<file path="config.mk">
export PLATFORM = sky130hd
export DESIGN_NAME = sbe_ctrl
export DESIGN_NICKNAME = d
export VERILOG_FILES = /design/src/design/sbe_pkg.sv /design/src/design/sbe_ctrl.sv
export SDC_FILE = /design/constraint.sdc
export NUM_CORES = 1
export LEC_CHECK = 0
export BUFFER_PORTS_ARGS = -buffer_cell sky130_fd_sc_hd__buf_2
export CAP_MARGIN = 15
export CORE_AREA = 2 2 39 41
export DETAILED_ROUTE_END_ITERATION = 8
export DIE_AREA = 0 0 41 43
export SYNTH_ARGS = -nofsm -noshare
export SYNTH_HDL_FRONTEND = slang
export SYNTH_SLANG_ARGS = --single-unit
</file>
<file path="constraint.sdc">
create_clock -name clk -period 2.2 [get_ports clk]
set_clock_uncertainty 0.2 [all_clocks]
set_input_delay 0.66 -clock clk [delete_from_list [all_inputs] [get_ports clk]]
set_output_delay 0.66 -clock clk [all_outputs]
set_load 0.05 [all_outputs]
</file>
<file path="src/design/sbe_pkg.sv">
// shared types and constants of the stack bytecode executor
// no dependencies; compiled first
package sbe_pkg;

    localparam int STACK_WORDS_DEF    = 256;
    localparam int GLOBAL_WORDS_DEF   = 256;
    localparam int PROG_ADDR_BITS_DEF = 16;

    typedef enum logic [4:0] {
        OP_RET     = 5'd0,
        OP_ECALL   = 5'd1,
        OP_GSTORE  = 5'd2,
        OP_LOAD    = 5'd3,
        OP_PUSHI   = 5'd4,
        OP_NE      = 5'd5,
        OP_EQ      = 5'd6,
        OP_GT      = 5'd7,
        OP_GE      = 5'd8,
        OP_LT      = 5'd9,
        OP_LE      = 5'd10,
        OP_JMP     = 5'd11,
        OP_JMPZ    = 5'd12,
        OP_MOD     = 5'd13,
        OP_ADD     = 5'd14,
        OP_SUB     = 5'd15,
        OP_MUL     = 5'd16,
        OP_DIV     = 5'd17
    } opcode_t;

    localparam logic [2:0] ERR_NONE      = 3'd0;
    localparam logic [2:0] ERR_OVERFLOW  = 3'd1;
    localparam logic [2:0] ERR_UNDERFLOW = 3'd2;
    localparam logic [2:0] ERR_DIV_ZERO  = 3'd3;
    localparam logic [2:0] ERR_GLOBAL    = 3'd4;

    localparam logic [1:0] KIND_INT       = 2'd0;
    localparam logic [1:0] KIND_INT_NL    = 2'd1;
    localparam logic [1:0] KIND_STRING    = 2'd2;
    localparam logic [1:0] KIND_STRING_NL = 2'd3;

    localparam logic [31:0] EXT_READ       = 32'd0;
    localparam logic [31:0] EXT_INT        = 32'd1;
    localparam logic [31:0] EXT_STRING     = 32'd2;
    localparam logic [31:0] EXT_STRING_NL  = 32'd3;
    localparam logic [31:0] EXT_INT_NL     = 32'd4;

    localparam logic [4:0] PC_STEP_LONG = 5'd5;

    typedef enum logic [1:0] {
        RD_A,
        RD_B,
        RD_TOS
    } rd_sel_t;

    typedef struct packed {
        logic    in_take;
        rd_sel_t rd_sel;
        logic    lat_a;
        logic    lat_b;
        logic    exec;
        logic    div_start;
        logic    div_cap;
        logic    gload_cap;
        logic    commit;
        logic    tos_cap;
        logic    out_load;
    } cmd_t;

    typedef struct packed {
        logic need_div;
        logic need_gload;
        logic div_done;
        logic out_free;
    } status_t;

endpackage

</file>
<file path="src/design/sbe_ctrl.sv">
// sequencing state machine for one instruction at a time
// depends on sbe_pkg
module sbe_ctrl
    import sbe_pkg::*;
(
    input  logic    clk,
    input  logic    rst_n,
    input  logic    in_valid,
    output logic    in_ready,
    input  status_t status,
    output cmd_t    cmd
);

    typedef enum logic [3:0] {
        S_IDLE,
        S_RDA,
        S_RDB,
        S_LATB,
        S_EXEC,
        S_GLOAD,
        S_DIVW,
        S_COMMIT,
        S_TOSRD,
        S_TOSCAP,
        S_OUTW
    } state_t;

    state_t state_reg;
    state_t state_next;

    always_ff @(posedge clk or negedge rst_n)
    begin
        if (!rst_n)
        begin
            state_reg <= S_IDLE;
        end
        else
        begin
            state_reg <= state_next;
        end
    end

    assign in_ready = (state_reg == S_IDLE);

    always_comb
    begin
        state_next = state_reg;
        cmd        = '0;
        cmd.rd_sel = RD_A;
        unique case (state_reg)
            S_IDLE:
            begin
                cmd.in_take = in_valid;
                if (in_valid)
                begin
                    state_next = S_RDA;
                end
            end
            S_RDA:
            begin
                cmd.rd_sel = RD_A;
                state_next = S_RDB;
            end
            S_RDB:
            begin
                cmd.rd_sel = RD_B;
                cmd.lat_a  = 1'b1;
                state_next = S_LATB;
            end
            S_LATB:
            begin
                cmd.lat_b  = 1'b1;
                state_next = S_EXEC;
            end
            S_EXEC:
            begin
                cmd.exec = 1'b1;
                if (status.need_div)
                begin
                    cmd.div_start = 1'b1;
                    state_next    = S_DIVW;
                end
                else if (status.need_gload)
                begin
                    state_next = S_GLOAD;
                end
                else
                begin
                    state_next = S_COMMIT;
                end
            end
            S_GLOAD:
            begin
                cmd.gload_cap = 1'b1;
                state_next    = S_COMMIT;
            end
            S_DIVW:
            begin
                if (status.div_done)
                begin
                    cmd.div_cap = 1'b1;
                    state_next  = S_COMMIT;
                end
            end
            S_COMMIT:
            begin
                cmd.commit = 1'b1;
                state_next = S_TOSRD;
            end
            S_TOSRD:
            begin
                cmd.rd_sel = RD_TOS;
                state_next = S_TOSCAP;
            end
            S_TOSCAP:
            begin
                cmd.tos_cap = 1'b1;
                state_next  = S_OUTW;
            end
            S_OUTW:
            begin
                if (status.out_free)
                begin
                    cmd.out_load = 1'b1;
                    state_next   = S_IDLE;
                end
            end
            default:
            begin
                state_next = S_IDLE;
            end
        endcase
    end

endmodule

</file>
==> results.json <==
{
  "yosys_warnings": 0,
  "finalCritPeriodShare": 0.996,
  "area_delta_synth_final_pct": 82.7,
  "maxCapViolations": 0,
  "clock.fmax_ghz": 0.456,
  "drive_above_1_share": 0.634,
  "critical_path_class": "register to output pin",
  "grt_overflow": 0,
  "p_leak_nw": 0.310,
  "setup_viol": 0,
  "grt_pass1_wl_mm": 1.58,
  "first_iter_violations": 4,
  "coreArea_sq_um": 1380,
  "finalMaxSlewViolations": 0,
  "path_buf_inv": 2,
  "cp_data_required_time_ns": 1.34,
  "cp_top_family": "buffers and inverters",
  "largest_reg_flops": 4,
  "hold_violations": 0,
  "ioPinCount": 20,
  "start_util": 0.277,
  "fin_setup_tns_ns": 0,
  "die-area_sq_um": 1760,
  "period_minus_slack_ns": 2.19,
  "die_h_um": 43,
  "path_cells": "buf_4 -> nand2_1 -> nor2_1 -> buf_4",
  "power_density_nw_per_um2": 1830,
  "ant_nets": 0,
  "dr.pass1.iters": 2,
  "diodes": 0,
  "grt_use_total": 0.133,
  "dpl_cell_area_sq_um": 583,
  "grt_pass1_vias": 386,
  "cp-start-kind": "register",
  "cts_buffers": 3,
  "final_nets": 80,
  "utilization": 0.505,
  "ys_ff_latch": 4,
  "rsz0062_at_grt": "yes",
  "hpwl_um": 759,
  "finalWirelength_um": 990,
  "slowest_stage": "dfrtp_1",
  "r2r_cells": 4,
  "synth_cell_types": 23,
  "hold_buffers": 0,
  "final_area_sq_um": 699,
  "cts-root-buf": "clkbuf_4",
  "ys_seq_area_frac": 0.261,
  "dieWidth_um": 41,
  "avgSynthCellArea_sq_um": 8.32,
  "hold_ws_ns": 0.0237,
  "synth_nets": 53,
  "slowest_delay_ns": 0.40,
  "arrival_ns": 1.33,
  "row_count": 14,
  "antenna_found_initial": 0,
  "cts.htree.levels": 1,
  "cts_buffer_depth": 2,
  "maxSlewHeadroom": 0.817,
  "portBuffers": 19,
  "crit_top_cell": "buf_4",
  "grt_start_max_net_pins": 14,
  "ir_drop_uv": 706,
  "crit_path_end_kind": "output pin",
  "status": "completed",
  "synth_cells": 46,
  "worstMarginPinSlew_ns": 0.270,
  "place.gp.congestion": 0.745,
  "path_max_fanout": 10,
  "cts.sinks": 4,
  "drc_errors": 0,
  "clk_pin_slew_ns": 0.04,
  "tritoncts": "done",
  "routed_via_density": 4.82,
  "critical_path_depth": 4,
  "hold_class": "primary input to asynchronous set/reset pin",
  "clk_latency_ns": 0.23,
  "vias": 419,
  "synth_area_sq_um": 383,
  "wl_per_cell_um": 11.4
}
-- synthesized netlist by cell type --
cell | n | area [sq um]
a2111oi_4 | 1 | 27.5
a21o_1 | 2 | 15.0
a21oi_1 | 1 | 5.00
and2_1 | 3 | 18.8
and3_1 | 1 | 6.26
buf_2 | 2 | 10.0
buf_4 | 1 | 7.51
buf_6 | 1 | 11.3
dfrtp_1 | 4 | 100
nand2_1 | 2 | 7.51
nand2b_1 | 4 | 25.0
nor2_1 | 7 | 26.3
nor2_4 | 1 | 11.3
nor2b_1 | 2 | 12.5
nor3_1 | 3 | 15.0
nor3b_1 | 4 | 30.0
nor4_1 | 1 | 6.26
nor4_2 | 1 | 12.5
o21a_1 | 1 | 7.51
o21ai_0 | 1 | 5.00
o21ai_1 | 1 | 5.00
o311ai_1 | 1 | 8.76
xnor2_1 | 1 | 8.76
-- worst paths after layout --
| kind | start | to | slack, ns |
|---|---|---|---|
| hold / removal | rst_n | state_reg[1] | 0.02 |
| setup reg to reg | state_reg[1] | state_reg[0] | 0.59 |
| hold reg to reg | state_reg[3] | state_reg[2] | 0.44 |
| max in group asynchronous | rst_n | state_reg[0] | 1.64 |
| setup / recovery | state_reg[1] | cmd[2] | 0.008 |
| min in group clk | state_reg[3] | state_reg[2] | 0.44 |
-- routing by layer --
layer / vias up / track usage / wire, um
met5: - / 0 / 0
met4: 0 / 0.0933 / 0
met2: 11 / 0.216 / 530
met1: 198 / 0.148 / 422
li1: 210 / - / -
met3: 0 / 0.0209 / 38
-- layout by cell type (no fill, tap or decap) --
master | Yosys | layout
buf_4 | 1 | 10
buf_2 | 2 | 7
buf_6 | 1 | 6
nor2_1 | 7 | 5
clkbuf_4 | 0 | 4
dfrtp_1 | 4 | 3
nor2_2 | 0 | 2
nor3_4 | 0 | 2
nor2b_2 | 0 | 2
nor3b_4 | 0 | 2
nand2b_1 | 4 | 2
nand2_1 | 2 | 2
and2_1 | 3 | 2
nor3b_1 | 4 | 2
a21o_1 | 2 | 2
nand2b_2 | 0 | 1
nand2b_4 | 0 | 1
nor4_4 | 0 | 1
nor3_2 | 0 | 1
and3_1 | 1 | 1
and2_4 | 0 | 1
nor2_4 | 1 | 1
a2111oi_4 | 1 | 1
nor4_1 | 1 | 1
o21ai_1 | 1 | 1
o21a_1 | 1 | 1
o21ai_0 | 1 | 1
xnor2_1 | 1 | 1
a21oi_1 | 1 | 1
o311ai_1 | 1 | 1
buf_8 | 0 | 1
buf_12 | 0 | 1
dfrtp_2 | 0 | 1
-- cell families after synthesis --
kind of cell              after synthesis  share of synthesized area
and+or+nand+nor                        29                      0.448
AOI/OAI and AO/OA                       8                      0.193
DFF                                     4                      0.261
buffers and inverters                   4                     0.0752
xor gates and xnor gates                1                     0.0229
-- final cells by class --
| cell class | instances | area, sq um |
|---|---|---|
| fill | 137 | 684 |
| multi-input combinational | 38 | 335 |
| timing repair buffer | 26 | 220 |
| sequential | 4 | 101 |
| clock buffer | 3 | 22.5 |
| tap | 16 | 20.0 |
-- worst register-to-register path: stages (launching register included) --
cell and delay, ns:
dfrtp_1 0.41, buf_4 0.20, and2_1 0.21, a2111oi_4 0.33
o21a_1 0.18
-- through the flow --
stage	total power (W)	worst slack, ns	std cells
6_report	0.00128	0.00801	87
5_1_grt	0.00137	-0.0863	87
4_1_cts	0.00126	-0.0115	86
3_5_place_dp	0.00106	0.142	82
3_3_place_gp	0.00106	0.158	82
2_1_floorplan	0.000879	-0.243	46
-- what timing repair did --
item,4_1_cts,5_1_grt
setup buffers,1,1
setup endpoints to repair,11,12
gates resized for setup,20,8
pin swaps,0,2
hold endpoints to repair,0,0
-- report_power, final --
part,internal (W),switching (W),leakage [nW]
clock network,0.0000609,0.0000282,0.0138
registers,0.000115,0.0000485,0.0484
logic,0.000425,0.000603,0.248
total,0.000601,0.000680,0.310
No activity file was read; power rests on OpenSTA's default activity.
